`config.mk`:
```
export PLATFORM = sky130hd
export DESIGN_NAME = fslc_argmax
export DESIGN_NICKNAME = d
export VERILOG_FILES = /design/src/rtl/fslc_pkg.sv /design/src/rtl/fslc_argmax.sv
export SDC_FILE = /design/constraint.sdc
export NUM_CORES = 1
export LEC_CHECK = 0
export ABC_AREA = 1
export BUFFER_PORTS_ARGS = -buffer_cell sky130_fd_sc_hd__buf_4
export CORE_ASPECT_RATIO = 1.75
export CORE_MARGIN = 4
export CORE_UTILIZATION = 30
export CTS_CLUSTER_DIAMETER = 150
export DETAILED_ROUTE_END_ITERATION = 6
export PLACE_DENSITY_LB_ADDON = 0.1
export SYNTH_ARGS = -nofsm -noshare
export SYNTH_HDL_FRONTEND = slang
export SYNTH_SLANG_ARGS = --single-unit
```
`constraint.sdc`:
```
create_clock -name clk_i -period 10.6 [get_ports clk_i]
set_clock_uncertainty 0.1 [all_clocks]
set_input_delay 3.18 -clock clk_i [delete_from_list [all_inputs] [get_ports clk_i]]
set_output_delay 3.18 -clock clk_i [all_outputs]
set_load 0.02 [all_outputs]
```
`src/rtl/fslc_pkg.sv`:
```
// ----------------------------------------------------------------------------
// fslc_pkg
// Shared types, class rules and trapezoid tables of the layer classifier.
// ----------------------------------------------------------------------------
`default_nettype none

package fslc_pkg;

  localparam int NF    = 11;  // features
  localparam int NC    = 11;  // classes
  localparam int NT    = 40;  // trapezoid terms over all classes
  localparam int FW    = 17;  // feature width
  localparam int NW    = 16;  // ramp numerator width
  localparam int RW    = 23;  // ramp reciprocal width
  localparam int MW    = 17;  // membership width, 65536 is 1.0
  localparam int NUMW  = 23;  // weighted sum width
  localparam int SCW   = 15;  // unbiased class score width
  localparam int BW    = 17;  // biased score before saturation
  localparam int LW    = 4;   // layer code width
  localparam int CW    = 16;  // configured Q2.14 value width

  localparam logic [LW-1:0] LAYER_NONE = 4'd11;

  // configuration register indexes
  localparam logic [1:0] CFG_BIAS_A   = 2'd0;
  localparam logic [1:0] CFG_BIAS_B   = 2'd1;
  localparam logic [1:0] CFG_BIAS_C   = 2'd2;
  localparam logic [1:0] CFG_MIN_CONF = 2'd3;

  typedef enum logic [1:0] {
    MB_ZERO,
    MB_ONE,
    MB_RAMP
  } mb_mode_e;

  typedef struct packed {
    logic [CW-1:0] score;
    logic [LW-1:0] layer;
  } cand_t;

  // feature: 0 e_low 1 e_mid 2 e_high 3 attack 4 decay 5 centroid
  // 6 flatness 7 zcr 8 harmonicity 9 flux 10 pitch_conf
  localparam int unsigned T_FEAT [NT] = '{
    0, 3, 4, 5,   2, 3, 4, 6,   1, 3, 4, 6,   1, 7,   0, 4, 8,
    4, 9, 8, 10, 1,   3, 4, 8, 9,   4, 9, 6, 3,   9, 3, 4, 5, 8,
    6, 4, 9, 7,   9};
  localparam int unsigned T_CLASS [NT] = '{
    0, 0, 0, 0,   1, 1, 1, 1,   2, 2, 2, 2,   3, 3,   4, 4, 4,
    5, 5, 5, 5, 5,   6, 6, 6, 6,   7, 7, 7, 7,   8, 8, 8, 8, 8,
    9, 9, 9, 9,   10};
  localparam int unsigned T_START [NT] = '{
    19661, 0, 1920, 0,   22938, 0, 0, 16384,   22938, 0, 1280, 9830,
    16384, 6554,   32768, 12800, 26214,
    19200, 0, 32768, 32768, 19661,   0, 3200, 22938, 6554,
    32000, 0, 13107, 3200,   19661, 0, 3200, 9830, 19661,
    26214, 0, 16384, 9830,   13107};
  localparam int unsigned T_PLO [NT] = '{
    36045, 0, 5120, 0,   39322, 0, 0, 29491,   36045, 0, 3840, 19661,
    26214, 13107,   45875, 25600, 39322,
    38400, 0, 45875, 45875, 32768,   0, 6400, 36045, 16384,
    51200, 0, 22938, 7680,   32768, 0, 6400, 19661, 32768,
    39322, 0, 29491, 19661,   26214};
  localparam int unsigned T_PHI [NT] = '{
    65536, 320, 19200, 5243,   65536, 192, 9600, 65536,   65536, 640, 16000, 45875,
    65536, 39322,   65536, 64000, 65536,
    64000, 9830, 65536, 65536, 65536,   640, 22400, 58982, 39322,
    64000, 6554, 45875, 12800,   65536, 960, 25600, 45875, 58982,
    65536, 7680, 65536, 65536,   65536};
  localparam int unsigned T_END [NT] = '{
    65536, 1600, 38400, 13107,   65536, 960, 25600, 65536,   65536, 2560, 32000, 58982,
    65536, 58982,   65536, 64000, 65536,
    64000, 22938, 65536, 65536, 65536,   1920, 38400, 65536, 58982,
    64000, 16384, 58982, 12800,   65536, 3200, 44800, 65536, 65536,
    65536, 19200, 65536, 65536,   65536};
  localparam int unsigned T_WGT [NT] = '{
    35, 30, 20, 15,   35, 20, 20, 25,   30, 25, 25, 20,   60, 40,   40, 30, 30,
    20, 15, 25, 25, 15,   30, 25, 25, 20,   30, 30, 20, 20,   30, 20, 15, 20, 15,
    30, 25, 25, 20,   30};

  localparam int unsigned CL_BASE [NC] = '{0, 0, 0, 0, 0, 0, 0, 0, 0, 0, 1966080};
  localparam int unsigned CL_DIV  [NC] = '{400, 400, 400, 800, 400, 400, 400, 400, 400, 400,
                                           400};

  // higher score wins, tie keeps the lower class in a
  function automatic cand_t pick(input cand_t a, input cand_t b);
    cand_t r;
    r = (b.score > a.score) ? b : a;
    return r;
  endfunction

endpackage

`default_nettype wire

```
`src/rtl/fslc_argmax.sv`:
```
// ----------------------------------------------------------------------------
// fslc_argmax
// Saturate the biased scores, pick the best class over a registered tree and
// apply the confidence threshold.
// ----------------------------------------------------------------------------
`default_nettype none

module fslc_argmax import fslc_pkg::*; (
  input  logic          clk_i,
  input  logic          rst_ni,
  input  logic          en_i,
  input  logic          valid_i,
  input  logic [BW-1:0] biased_i [NC],
  input  logic [CW-1:0] thr_i,
  output logic          valid_o,
  output logic [LW-1:0] layer_o,
  output logic [CW-1:0] score_o
);

  cand_t leaf [NC];
  cand_t c1_q [6];
  cand_t d0_q, c2c_q;
  cand_t c2a, c2b, c2c, fin;
  logic          vh_q, vi_q, vj_q;
  logic [LW-1:0] layer_q;
  logic [CW-1:0] score_q;

  for (genvar k = 0; k < NC; k++) begin : g_leaf
    assign leaf[k].score = biased_i[k][BW-1:CW] != '0 ? {CW{1'b1}} : biased_i[k][CW-1:0];
    assign leaf[k].layer = LW'(k);
  end

  always_ff @(posedge clk_i or negedge rst_ni) begin
    if (!rst_ni) begin
      vh_q <= 1'b0;
      vi_q <= 1'b0;
      vj_q <= 1'b0;
    end else if (en_i) begin
      vh_q <= valid_i;
      vi_q <= vh_q;
      vj_q <= vi_q;
    end
  end

  always_ff @(posedge clk_i) begin
    if (en_i) begin
      for (int i = 0; i < 5; i++) begin
        c1_q[i] <= pick(leaf[2*i], leaf[2*i+1]);
      end
      c1_q[5] <= leaf[10];
    end
  end

  assign c2a = pick(c1_q[0], c1_q[1]);
  assign c2b = pick(c1_q[2], c1_q[3]);
  assign c2c = pick(c1_q[4], c1_q[5]);

  always_ff @(posedge clk_i) begin
    if (en_i) begin
      d0_q  <= pick(c2a, c2b);
      c2c_q <= c2c;
    end
  end

  assign fin = pick(d0_q, c2c_q);

  always_ff @(posedge clk_i) begin
    if (en_i) begin
      score_q <= fin.score;
      layer_q <= (fin.score == '0 || fin.score < thr_i) ? LAYER_NONE : fin.layer;
    end
  end

  assign valid_o = vj_q;
  assign layer_o = layer_q;
  assign score_o = score_q;

endmodule

`default_nettype wire

```
# After elaboration in Yosys (flattened, before gate mapping)
# Memory sizes are Yosys's and may differ from the RTL's.
# Cells that the tools add are included.
# word_totals
reg_bits	63
latchBits	0
ram_bits	120
mem_bits_ro	0
input_bits	207
output_inout_bits	21
wordCells	46
memories	1
# memory_table
name	depth	width	rd	rd_clocked_by_memory_dff	write_ports	line	rtl
c1_q	6	20	6	0	6	fslc_argmax.sv:21	cand_t c1_q [6];
# classes
n_addsub	0
multipliers	0
n_div	0
magnitude_cmp	11
n_eq_ne	0
shifts	0
muxes	23
bitwise_logic	0
n_reduce_logical	2
# ops
op	n
two-way mux 20 bit	10
two-way mux 16 bit	11
greater-than comparator 16 bit	10
logical NOT 16 bit	1
< comparator 16 bit	1
two-way mux 1 bit	2
logical OR 1 bit	1

# Depth between registers and ports, before layout
# Gate-level depths: netlist (run 1).
# An unclocked memory read counts as a cell.
# logic_depth
depth_word	5
mapped_depth	26
ltp_nobuf	25

# Least setup slack after synthesis (run 1)
# No wires, ideal clock.
# synth_path
path_kind	input to register
start	input port biased_i[101] in the netlist's numbering
end	memory c1_q[2][19] in the netlist's numbering, data pin
setup_ns	0.265
t_arrival_ns	5.121
required_ns	10.235
setup_slack_ns	5.114
path_stages	12
n_path_buf	2
path_cell_list	clkbuf_1 > or2_2 > ha_1 > nand2_1 > nor4b_1 > nand2_1 > o211a_1 > o21ai_0 > nand2_1 > inv_1 > clkbuf_1 > o21ai_0
# synth_lines
item	line	rtl
start, declared	fslc_argmax.sv:13	input logic [BW-1:0] biased_i [NC],
end, declared	fslc_argmax.sv:21	

==> insert_results.sql, run 1 <==
INSERT INTO impl_metrics (metric_group, metric, value, unit) VALUES
('status', 'outcome', 'complete, no violations', ''),
('logic_synthesis', 'cell_variety_after_synth', '41', ''),
('layout', 'area_growth', '23.78', '%'),
('grt', 'grt_pass1_vias', '9973', ''),
('flow_run', 'max-cap-violations', '0', ''),
('power', 'post-layout-total-power', '2.780', 'mW'),
('logic_synthesis', 'synth_top_area_share', '40.70', '%'),
('critical_path', 'critPathCaptureType', 'flop', ''),
('logic_synthesis', 'number_of_synthesized_flops_with_an_enable_pin', '158', ''),
('logic_synthesis', 'synth.top_cells.by_area', 'edfxtp_1 41%, ha_1 19%, nand2_1 9.4%', ''),
('sta', 'report.final.slew_viol_count', '0', ''),
('critical_path', 'critPathMostFrequentCell', 'nand2_1', ''),
('grt', 'globalRouteTotalUtil', '15.38', '%'),
('grt', 'globalRouteOverflowTotal', '0', ''),
('grt', 'grt_max_degree', '94', ''),
('drt', 'postRouteWirelength', '32.83', 'mm'),
('placed_design', 'place_hpwl', '27.22', 'mm'),
('sta', 'timing_hold_violations_final', '0', ''),
('die', 'core-area', '38390', 'um2'),
('hold_path', 'hold_crit_class', 'flop to flop', ''),
('power', 'p_per_area', '192.7', 'nW/um2'),
('clocking', 'htree_levels', '4', ''),
('drt', 'wl_per_cell', '16.02', 'um'),
('placed_design', 'port_buffer_count', '227', ''),
('critical_path', 'critPathSlowestCell', 'inv_1', ''),
('logic_synthesis', 'synth-seq-cells', '161', ''),
('clocking', 'cts.clk_slew.worst_paths', '0.06', 'ns'),
('die', 'die_h', '268.8', 'um'),
('clocking', 'clock-sinks', '161', ''),
('logic_synthesis', 'synthesis.yosys.warnings', '0', ''),
('drt', 'drt_iter0_drc', '418', ''),
('logic_synthesis', 'syn_area', '11660', 'um2'),
('die', 'floorplan_die_area', '42200', 'um2'),
('logic_synthesis', 'post_synth_and_or_nand_nor_area_fraction', '22.06', '%'),
('placed_design', 'weighted_congestion_at_the_end_of_routability_driven_global_placement', '0.8416', ''),
('logic_synthesis', 'synthFlopType', 'edfxtp_1', ''),
('critical_path', 'timing_worst_setup_path_type', 'input pin to flop', ''),
('grt', 'number_of_antenna_violations_at_the_first_check_in_global_routing', '2', ''),
('critical_path', 'worst_path_dominant_cell_family', 'simple AND/OR/NAND/NOR gates', ''),
('grt', 'grt_pass1_wl', '50.03', 'mm'),
('logic_synthesis', 'synthArstFlopShare', '1.863', '%'),
('clocking', 'cts_buffers', '17', ''),
('die', 'placementRows', '95', ''),
('critical_path', 'critical_path_arrival', '5.65', 'ns'),
('drt', 'vias_per_inst', '4.690', ''),
('drt', 'drt-pass1-iter-count', '5', ''),
('critical_path', 'critical_path_peak_fanout', '31', ''),
('logic_synthesis', 'synthAdderAreaFrac', '18.78', '%'),
('logic_synthesis', 'synth_xor_xnor_area_share', '0', '%'),
('clocking', 'clk-insertion-delay-late', '0.44', 'ns'),
('clocking', 'tritoncts', 'done', ''),
('logic_synthesis', 'main_combinational_cell_family_by_area_after_synthesis', 'simple AND/OR/NAND/NOR gates', ''),
('clocking', 'clk_root_buffer_cell', 'clkbuf_16', ''),
('critical_path', 'cp-start-kind', 'input pin', ''),
('clocking', 'cts.repair.resized', '0', ''),
('logic_synthesis', 'yosysTopAreaCell', 'edfxtp_1', ''),
('critical_path', 'cp_num_buf_inv', '2', ''),
('drt', 'drtAntennaViolNets', '0', ''),
('logic_synthesis', 'mappedNetlistNets', '1723', ''),
('sta', 'period_needed', '5.603', 'ns'),
('layout', 'final_nets', '1931', ''),
('die', 'die_w', '157.0', 'um'),
('die', 'initial_utilization', '30.37', '%'),
('sta', 'setup-violations-final', '0', ''),
('placed_design', 'placed_area', '13820', 'um2'),
('critical_path', 'crit_chain', 'buf_4, or2_2, ha_1, nand2_1, nor4b_1, nand2_1, o211a_1, o21ai_0, nand2_1, inv_1, o21ai_0', ''),
('critical_path', 'timing.critical_path.slowest_cell_delay', '0.58', 'ns'),
('sta', 'achievable-frequency', '178.5', 'MHz'),
('sta', 'worstMarginPinSlew', '0.9345', 'ns'),
('sta', 'rsz0062_at_grt', 'false', ''),
('layout', 'layout-drive-gt1-share', '23.62', '%');
-- flip-flops by register name, summed over array words and instances, names as in the netlist --
| register | flops |
|---|---|
| d0_q | 19 |
| c1_q | 101 |
| vi_q | 1 |
| layer_o | 4 |
| c2c_q | 18 |
| valid_o | 1 |
| vh_q | 1 |
| score_o | 16 |
-- metrics by stage --
stage                     std cells  utilization [%]  hold slack, ns  setup WS [ns]
after CTS                      2047            37.58          0.4071          4.985
after global placement         2015            36.00          0.3942          4.631
final                          2049            37.59          0.4090          4.997
after floorplan                1341                -          0.3777          5.114
after detailed placement       2015            36.00          0.3978          4.533
after global routing           2049            37.59          0.4478          4.687
-- cell usage in the layout (no fill, tap or decap), drive strengths merged, types with 5 or more instances in the layout --
cell type,count
nand2,297
buf,229
ha,175
edfxtp,158
o21ai,140
nor2,139
inv,118
or2,97
a21oi,73
clkbuf,24
nand3,22
nand4,14
a211oi,9
nor3,8
o221ai,6
o21a,5
-- cells by family after synthesis --
kind of cell	count (synthesis)
buf+inv	158
simple gates	586
fa+ha+maj	175
compound gates	258
mux	3
flops	161
-- report_power, final --
part / internal, mW / total, mW / switching [mW]
Combinational: 0.436 / 1.17 / 0.731
Clock: 0.378 / 0.634 / 0.256
Sequential: 0.913 / 0.979 / 0.0661
Total: 1.73 / 2.78 / 1.05
-- worst paths after layout --
path                              end  slack [ns]  cells past startpoint
setup / recovery           c1_q[3][9]        5.00                     11
hold / removal                   vi_q        0.41                      2
setup reg to reg              d0_q[0]        5.62                     19
hold reg to reg                  vi_q        0.41                      2
max in group asynchronous        vh_q        7.89                      1
min in group asynchronous     valid_o        2.42                      1
-- layer usage --
layer / global-route usage [%] / part of all wire, % / wire length (um)
met1: 14.71 / 35 / 11590
met2: 32.01 / 59 / 19450
met3: 2.313 / 2.5 / 816
met4: 5.655 / 3.0 / 982
met5: 0 / 0 / 0
-- cell type report --
class / count / area (um2)
antenna: 2 / 5.005
clock buffer: 24 / 501.7
clock inverter: 8 / 101.3
fill: 3913 / 23960
inverter: 118 / 442.9
multi-input combinational: 1022 / 6231
sequential: 161 / 4820
tap: 485 / 606.8
timing repair buffer: 229 / 1723
-- worst reg2reg max path, delay by kind of cell (launching register included) --
kind / cells / cell delay (ns)
flops: 1 / 0.40
buf+inv: 3 / 0.37
compound gates: 9 / 2.32
fa+ha+maj: 2 / 0.68
simple gates: 5 / 0.85
-- synthesized netlist by cell type, types with 2 or more instances --
cell type  instances
o21bai_1           2
clkbuf_1          35
a221oi_1           3
a31oi_1            2
nor2_1           138
a21oi_1           73
ha_1             175
dfrtp_1            3
o221a_2            2
nand3_1           22
o211ai_1           4
or2_2             97
a21o_1             4
edfxtp_1         158
o2111ai_1          2
a2111oi_0          2
inv_1            117
nor4_1             2
a211oi_1           9
o221ai_1           6
mux2i_1            2
buf_2              3
nor4b_1            2
nor3_1             7
nor3b_1            3
o21a_1             5
nand2_2            6
o211a_1            2
nand2_1          291
nand4_1           14
o21ai_0          140
(Power assumes the default switching activity.)
==> run 2, diff against run 1 <==
==> constraint.sdc (replaced) <==
create_clock -name clk_i -period 5.8 [get_ports clk_i]
set_clock_uncertainty 0.1 [all_clocks]
set_input_delay 1.74 -clock clk_i [delete_from_list [all_inputs] [get_ports clk_i]]
set_output_delay 1.74 -clock clk_i [all_outputs]
set_load 0.02 [all_outputs]
==> run 2 against run 1 <==
  * Non-clock buffer count rose by 1
  * Global-route usage down 0.18 points
  * Largest cell class unchanged
  * Utilization shrank 0.11 points
  * Worst hold slack improved by 0.0018 ns
  * Sequential share of layout area increased by 0.096 points
  * Count of clock-buffer cells in the layout is 4 lower
  * Register-to-register slack got worse by 4.9 ns
  * Routed wire length shrank 1.1%
  * Sequential power grew 82%
  * Cell area is 0.29% lower
  * Largest power group unchanged
  * Combinational power is 85% higher
==> insert_results.sql, run 2 (synthesis results as in run 1) <==
INSERT INTO impl_metrics (metric_group, metric, value, unit) VALUES
('layout', 'fillers', '4063', ''),
('power', 'share_comb_of_total_power', '43.4', '%'),
('sta', 'setup-violations-final', '0', ''),
('clocking', 'clk_root_buffer_cell', 'clkbuf_16', ''),
('flow_run', 'max-cap-violations', '0', ''),
('power', 'p_int', '3.057', 'mW'),
('drt', 'number_of_design_rule_violations_left_after_detail_routing', '0', ''),
('sta', 'max_slew_margin', '41.65', '%'),
('sta', 'rsz0062_at_grt', 'false', ''),
('grt', 'grt_max_degree', '87', ''),
('critical_path', 'timing.critical_path.slowest_cell_delay', '0.59', 'ns'),
('critical_path', 'timing_worst_setup_path_type', 'flop to flop', ''),
('grt', 'grt_pass1_wl', '49.18', 'mm'),
('critical_path', 'critPathCaptureType', 'flop', ''),
('drt', 'drt-pass1-iter-count', '5', ''),
('placed_design', 'place_hpwl', '27.09', 'mm'),
('critical_path', 'crit_path_end', 'd0_q[0]', ''),
('layout', 'largest_register', 'c1_q', ''),
('critical_path', 'required', '5.94', 'ns'),
('drt', 'wl_per_cell', '15.85', 'um'),
('critical_path', 'r2r_start', 'c1_q[1][17]', ''),
('clocking', 'cts.clk_slew.worst_paths', '0.06', 'ns'),
('drt', 'vias_per_inst', '4.687', ''),
('grt', 'number_of_antenna_violations_at_the_first_check_in_global_routing', '2', ''),
('sta', 'period_share', '87.18', '%'),
('power', 'seq_power_share', '35.8', '%'),
('clocking', 'cts_hold_buf', '0', ''),
('critical_path', 'critical_path_arrival', '5.19', 'ns'),
('layout', 'area_growth', '23.43', '%'),
('critical_path', 'reg2reg_setup_slack', '0.74', 'ns'),
('critical_path', 'cp_num_cells', '18', ''),
('drt', 'drt_iter0_drc', '302', ''),
('power', 'power.share.switching', '38.64', '%'),
('die', 'placementRows', '95', ''),
('clocking', 'tritoncts', 'done', ''),
('critical_path', 'cp_num_buf_inv', '2', ''),
('critical_path', 'critPathSlowestCell', 'a32oi_4', ''),
('layout', 'post_layout_nonfiller_instances', '2050', ''),
('sta', 'tns', '0', 'ns'),
('clocking', 'clock-sinks', '161', ''),
('layout', 'layout.cells.most_common_list', '291 x nand2_1, 228 x buf_4, 175 x ha_1', ''),
('die', 'floorplan_die_area', '42200', 'um2'),
('placed_design', 'placed_cells', '2016', ''),
('sta', 'achievable-frequency', '197.8', 'MHz'),
('power', 'switching_power_summed_over_all_nets', '1.925', 'mW'),
('clocking', 'clk-insertion-delay-late', '0.43', 'ns'),
('power', 'leakagePower', '6.647', 'nW'),
('die', 'die_h', '268.8', 'um'),
('critical_path', 'cp-start-kind', 'flop', ''),
('layout', 'layout-drive-gt1-share', '23.54', '%'),
('layout', 'reg_top3', 'c1_q (101), d0_q (19), c2c_q (18)', ''),
('placed_design', 'weighted_congestion_at_the_end_of_routability_driven_global_placement', '0.8342', ''),
('critical_path', 'r2r_depth', '18', ''),
('clocking', 'cts.path.max_buffers', '2', ''),
('clocking', 'cts_buffers', '17', ''),
('hold_path', 'hold_crit_class', 'flop to flop', ''),
('placed_design', 'port_buffer_count', '227', ''),
('drt', 'postRouteWirelength', '32.49', 'mm'),
('sta', 'worstMarginPinSlew', '0.8743', 'ns'),
('status', 'outcome', 'complete, no violations', ''),
('sta', 'timing_hold_violations_final', '0', ''),
('drt', 'num_vias', '9609', ''),
('sta', 'period_needed', '5.056', 'ns'),
('die', 'initial_utilization', '30.37', '%'),
('die', 'io_pins', '228', ''),
('layout', 'final_nets', '1932', ''),
('grt', 'globalRouteOverflowTotal', '0', ''),
('drt', 'drtAntennaViolNets', '0', ''),
('critical_path', 'timing.critical_path.from', 'c1_q[1][17]', ''),
('critical_path', 'crit_chain', 'ha_1, a21oi_1, nor2_1, a2111oi_0, nand2_1, nand2_1, buf_4, o21ai_0, ha_1, inv_1, nor2_1, nor2_1, o21a_1, o211ai_1, nand2_1, a32oi_4, o21ai_0, o22ai_1', ''),
('layout', 'flip_flop_count_of_the_largest_register_all_copies_and_words_added', '101', ''),
('critical_path', 'critical_path_peak_fanout', '26', ''),
('die', 'die_w', '157.0', 'um'),
('layout', 'multiInputGateArea', '6242', 'um2'),
('critical_path', 'worst_path_dominant_cell_family', 'compound AO/OA/AOI/OAI gates', ''),
('layout', 'final_common_cell', 'nand2_1', ''),
('grt', 'grt_pass1_vias', '9722', ''),
('critical_path', 'reg2reg_to', 'd0_q[0]', ''),
('sta', 'report.final.slew_viol_count', '0', ''),
('power', 'p_per_area', '346.2', 'nW/um2'),
('layout', 'final_core_utilization', '37.48', '%'),
('power', 'vdd.ir_drop.worst', '0.1689', 'mV'),
('clocking', 'htree_levels', '4', ''),
('grt', 'globalRouteTotalUtil', '15.20', '%'),
('power', 'clock_power_share', '20.8', '%'),
('die', 'core-area', '38390', 'um2'),
('layout', 'seq_area', '4820', 'um2');
run 2: cell type report:
| class | instances | share of cell area [%] |
|---|---|---|
| Multi-Input combinational cell | 1022 | 43.38 |
| Sequential cell | 161 | 33.49 |
| Timing Repair Buffer | 230 | 12.11 |
| Tap cell | 485 | 4.217 |
| Inverter | 118 | 3.078 |
| Clock buffer | 20 | 3.035 |
| Clock inverter | 12 | 0.6521 |
| Antenna cell | 2 | 0.03478 |
run 2: worst min-delay path: cells and delay by family, from the launching register on:
kind                   cells  cell delay [ns]
AOI/OAI and AO/OA          1             0.06
buffers and inverters      1             0.06
DFF                        1             0.36
run 2: per-layer routing:
| layer | share of wire [%] | global-route usage (%) |
|---|---|---|
| met2 | 59 | 31.78 |
| met4 | 3.3 | 6.237 |
| met3 | 2.6 | 1.750 |
| met5 | 0 | 0 |
| met1 | 35 | 14.47 |
run 2: how the worst min path moves through the flow:
| stage | cells past startpoint | to | from |
|---|---|---|---|
| finish | 2 | vi_q | vh_q |
| global route | 1 | valid_o | vi_q |
| CTS | 2 | vi_q | vh_q |
| detailed placement | 1 | valid_o | vi_q |
| global placement | 2 | vi_q | vh_q |
| floorplan | 2 | vi_q | vh_q |
run 2: power by group through the flow:
stage	Combinational [mW]	Sequential, mW	Clock, mW
floorplan	1.38	1.85	0
global placement	2.19	1.81	0
detailed placement	2.21	1.81	0
CTS	2.22	1.79	1.07
global route	2.51	1.81	1.12
finish	2.16	1.78	1.04
run 2: what timing repair did:
item                                    4_1_cts  5_1_grt
endpoints found under the hold margin         0        0
resized for setup                             0        1
setup buffers                                 0        0
endpoints found under the setup margin        0        1
run 2: metrics by stage:
stage	power, mW	worst slack, ns	cell area [um2]	hold slack, ns
2_1_floorplan	3.227	1.754	11660	0.3777
3_3_place_gp	3.996	0.3668	13840	0.3918
3_5_place_dp	4.025	0.4503	13840	0.4076
4_1_cts	5.085	0.4278	14370	0.4176
5_1_grt	5.439	0.2684	14390	0.4371
6_report	4.982	0.7436	14390	0.4108
==> run 3, diff against run 2 <==
--- a/config.mk
+++ b/config.mk
@@ -9,7 +9,7 @@
 export BUFFER_PORTS_ARGS = -buffer_cell sky130_fd_sc_hd__buf_4
 export CORE_ASPECT_RATIO = 1.75
 export CORE_MARGIN = 4
-export CORE_UTILIZATION = 30
+export CORE_UTILIZATION = 35
 export CTS_CLUSTER_DIAMETER = 150
 export DETAILED_ROUTE_END_ITERATION = 6
 export PLACE_DENSITY_LB_ADDON = 0.1
==> run 3 against run 2 <==
  * Sequential power barely moved
  * Global-route usage rose by 1.7 points
  * Critical path type unchanged
  * Worst setup slack improved by 0.065 ns
  * Critical path depth shrank 1
  * Critical endpoint unchanged
  * Register-to-register slack better by 0.06 ns
  * Clock power increased by 11%
  * Sequential share of layout area grew 0.14 points
  * Final cell count fell by 4.0%
  * Combinational power shrank 2%
==> insert_results.sql, run 3 (synthesis results as in run 1) <==
INSERT INTO impl_metrics (metric_group, metric, value, unit) VALUES
('drt', 'drtAntennaViolNets', '0', ''),
('sta', 'max_slew_margin', '36.99', '%'),
('critical_path', 'critical_path_arrival', '5.15', 'ns'),
('sta', 'setup-violations-final', '0', ''),
('power', 'p_per_area', '352.1', 'nW/um2'),
('die', 'floorplan_die_area', '36410', 'um2'),
('power', 'leakagePower', '6.657', 'nW'),
('layout', 'layout.cells.most_common_list', '291 x nand2_1, 227 x buf_4, 175 x ha_1', ''),
('flow_run', 'max-cap-violations', '0', ''),
('clocking', 'htree_levels', '4', ''),
('critical_path', 'r2r_start', 'c1_q[1][11]', ''),
('die', 'initial_utilization', '35.41', '%'),
('clocking', 'clock-sinks', '161', ''),
('critical_path', 'crit_path_end', 'd0_q[0]', ''),
('critical_path', 'r2r_depth', '17', ''),
('clocking', 'post-cts-setup-buffer-count', '0', ''),
('clocking', 'cts_hold_buf', '0', ''),
('grt', 'grt_pass1_wl', '48.33', 'mm'),
('layout', 'layout-drive-gt1-share', '23.50', '%'),
('layout', 'area_growth', '22.92', '%'),
('sta', 'rsz0062_at_grt', 'false', ''),
('critical_path', 'critPathCaptureType', 'flop', ''),
('grt', 'globalRouteTotalUtil', '16.94', '%'),
('placed_design', 'weighted_congestion_at_the_end_of_routability_driven_global_placement', '0.8472', ''),
('die', 'io_pins', '228', ''),
('layout', 'flip_flop_count_of_the_largest_register_all_copies_and_words_added', '101', ''),
('clocking', 'tritoncts', 'done', ''),
('sta', 'tns', '0', 'ns'),
('grt', 'grt_pass1_vias', '9766', ''),
('power', 'vdd.ir_drop.worst', '0.1824', 'mV'),
('drt', 'drt_iter0_drc', '323', ''),
('grt', 'grt_max_degree', '102', ''),
('clocking', 'cts.path.max_buffers', '2', ''),
('sta', 'whs', '0.4078', 'ns'),
('hold_path', 'hold_crit_class', 'flop to flop', ''),
('critical_path', 'reg2reg_setup_slack', '0.81', 'ns'),
('layout', 'final_common_cell', 'nand2_1', ''),
('die', 'placementRows', '88', ''),
('sta', 'period_share', '86.06', '%'),
('clocking', 'clk-insertion-delay-late', '0.44', 'ns'),
('sta', 'period_needed', '4.992', 'ns'),
('critical_path', 'timing.critical_path.from', 'c1_q[1][11]', ''),
('layout', 'num_antenna_cells', '0', ''),
('critical_path', 'reg2reg_to', 'd0_q[0]', ''),
('clocking', 'clk_root_buffer_cell', 'clkbuf_16', ''),
('layout', 'final_nets', '1931', ''),
('die', 'core-area', '32920', 'um2'),
('placed_design', 'port_buffer_count', '227', ''),
('clocking', 'cts.repair.resized', '0', ''),
('grt', 'globalRouteOverflowTotal', '0', ''),
('sta', 'report.final.slew_viol_count', '0', ''),
('sta', 'achievable-frequency', '200.3', 'MHz'),
('layout', 'reg_top3', 'c1_q (101), d0_q (19), c2c_q (18)', ''),
('clocking', 'cts.clk_slew.worst_paths', '0.06', 'ns'),
('critical_path', 'required', '5.96', 'ns'),
('status', 'outcome', 'complete, no violations', ''),
('die', 'die_w', '146.0', 'um'),
('layout', 'largest_register', 'c1_q', ''),
('drt', 'num_vias', '9569', ''),
('die', 'die_h', '249.4', 'um'),
('drt', 'drt-pass1-iter-count', '4', ''),
('critical_path', 'critical_path_peak_fanout', '37', ''),
('sta', 'timing_hold_violations_final', '0', ''),
('critical_path', 'timing_worst_setup_path_type', 'flop to flop', ''),
('clocking', 'cts_buffers', '17', ''),
('critical_path', 'cp-start-kind', 'flop', ''),
('placed_design', 'place_hpwl', '25.75', 'mm'),
('drt', 'postRouteWirelength', '31.15', 'mm'),
('drt', 'number_of_design_rule_violations_left_after_detail_routing', '0', ''),
('drt', 'wl_per_cell', '15.84', 'um'),
('drt', 'vias_per_inst', '4.865', ''),
('sta', 'worstMarginPinSlew', '0.9452', 'ns'),
('grt', 'number_of_antenna_violations_at_the_first_check_in_global_routing', '0', '');
## run 3: layout make-up
cell class              instances  area (um2)
clock buffers                  25       495.5
flip-flops and latches        161        4820
repair buffers                229        1735
clock inverters                 7       100.1
fillers                      3300       18590
inverters                     118       442.9
well taps                     405       506.7
multi-input cells            1022        6231
## run 3: worst max-delay path: stages, from the launching register on
cell and delay, ns:
edfxtp_1 0.41, ha_1 0.32, nand2_1 0.06, inv_1 0.06, nand3_1 0.09, o211ai_1 0.23
nand2_1 0.08, nand2_1 0.09, nand2_1 0.51, o21ai_0 0.77, ha_1 0.37, a21oi_1 0.16
a31oi_1 0.11, a2111oi_0 0.58, a32oi_2 0.08, buf_4 0.28, or2_2 0.33, o22ai_1 0.18
## run 3: where the power goes
part	switching (mW)	internal (mW)	leakage (nW)
logic	1.31	0.797	4.79
clock network	0.466	0.683	0.281
registers	0.119	1.67	1.59
## run 3: metrics by stage
stage / power, mW / setup WS, ns / cell area (um2) / util [%] / instances
floorplan: 3.227 / 1.754 / 11660 / - / 1341
global placement: 3.927 / 0.7726 / 13740 / 41.72 / 1935
detailed placement: 3.973 / 0.7518 / 13740 / 41.72 / 1935
CTS: 5.144 / 0.7268 / 14330 / 43.53 / 1967
global route: 5.469 / 0.3363 / 14330 / 43.53 / 1967
finish: 5.046 / 0.8083 / 14330 / 43.53 / 1967
## run 3: worst min-delay path by stage
stage             from  slack, ns  cells after the start       to
2_1_floorplan     vh_q       0.38                      2     vi_q
3_3_place_gp   valid_o       0.39                      1  valid_o
3_5_place_dp   valid_o       0.40                      1  valid_o
4_1_cts        valid_o       0.41                      1  valid_o
5_1_grt           vi_q       0.45                      1  valid_o
6_report       valid_o       0.41                      1  valid_o
## run 3: metal layers
| layer | track usage, % | vias to the layer above | part of all wire (%) |
|---|---|---|---|
| met5 | 0 | - | 0 |
| met4 | 6.248 | 0 | 2.8 |
| met3 | 2.579 | 39 | 2.7 |
| met2 | 35.62 | 154 | 59 |
| met1 | 15.88 | 4347 | 35 |
| li1 | - | 5029 | - |
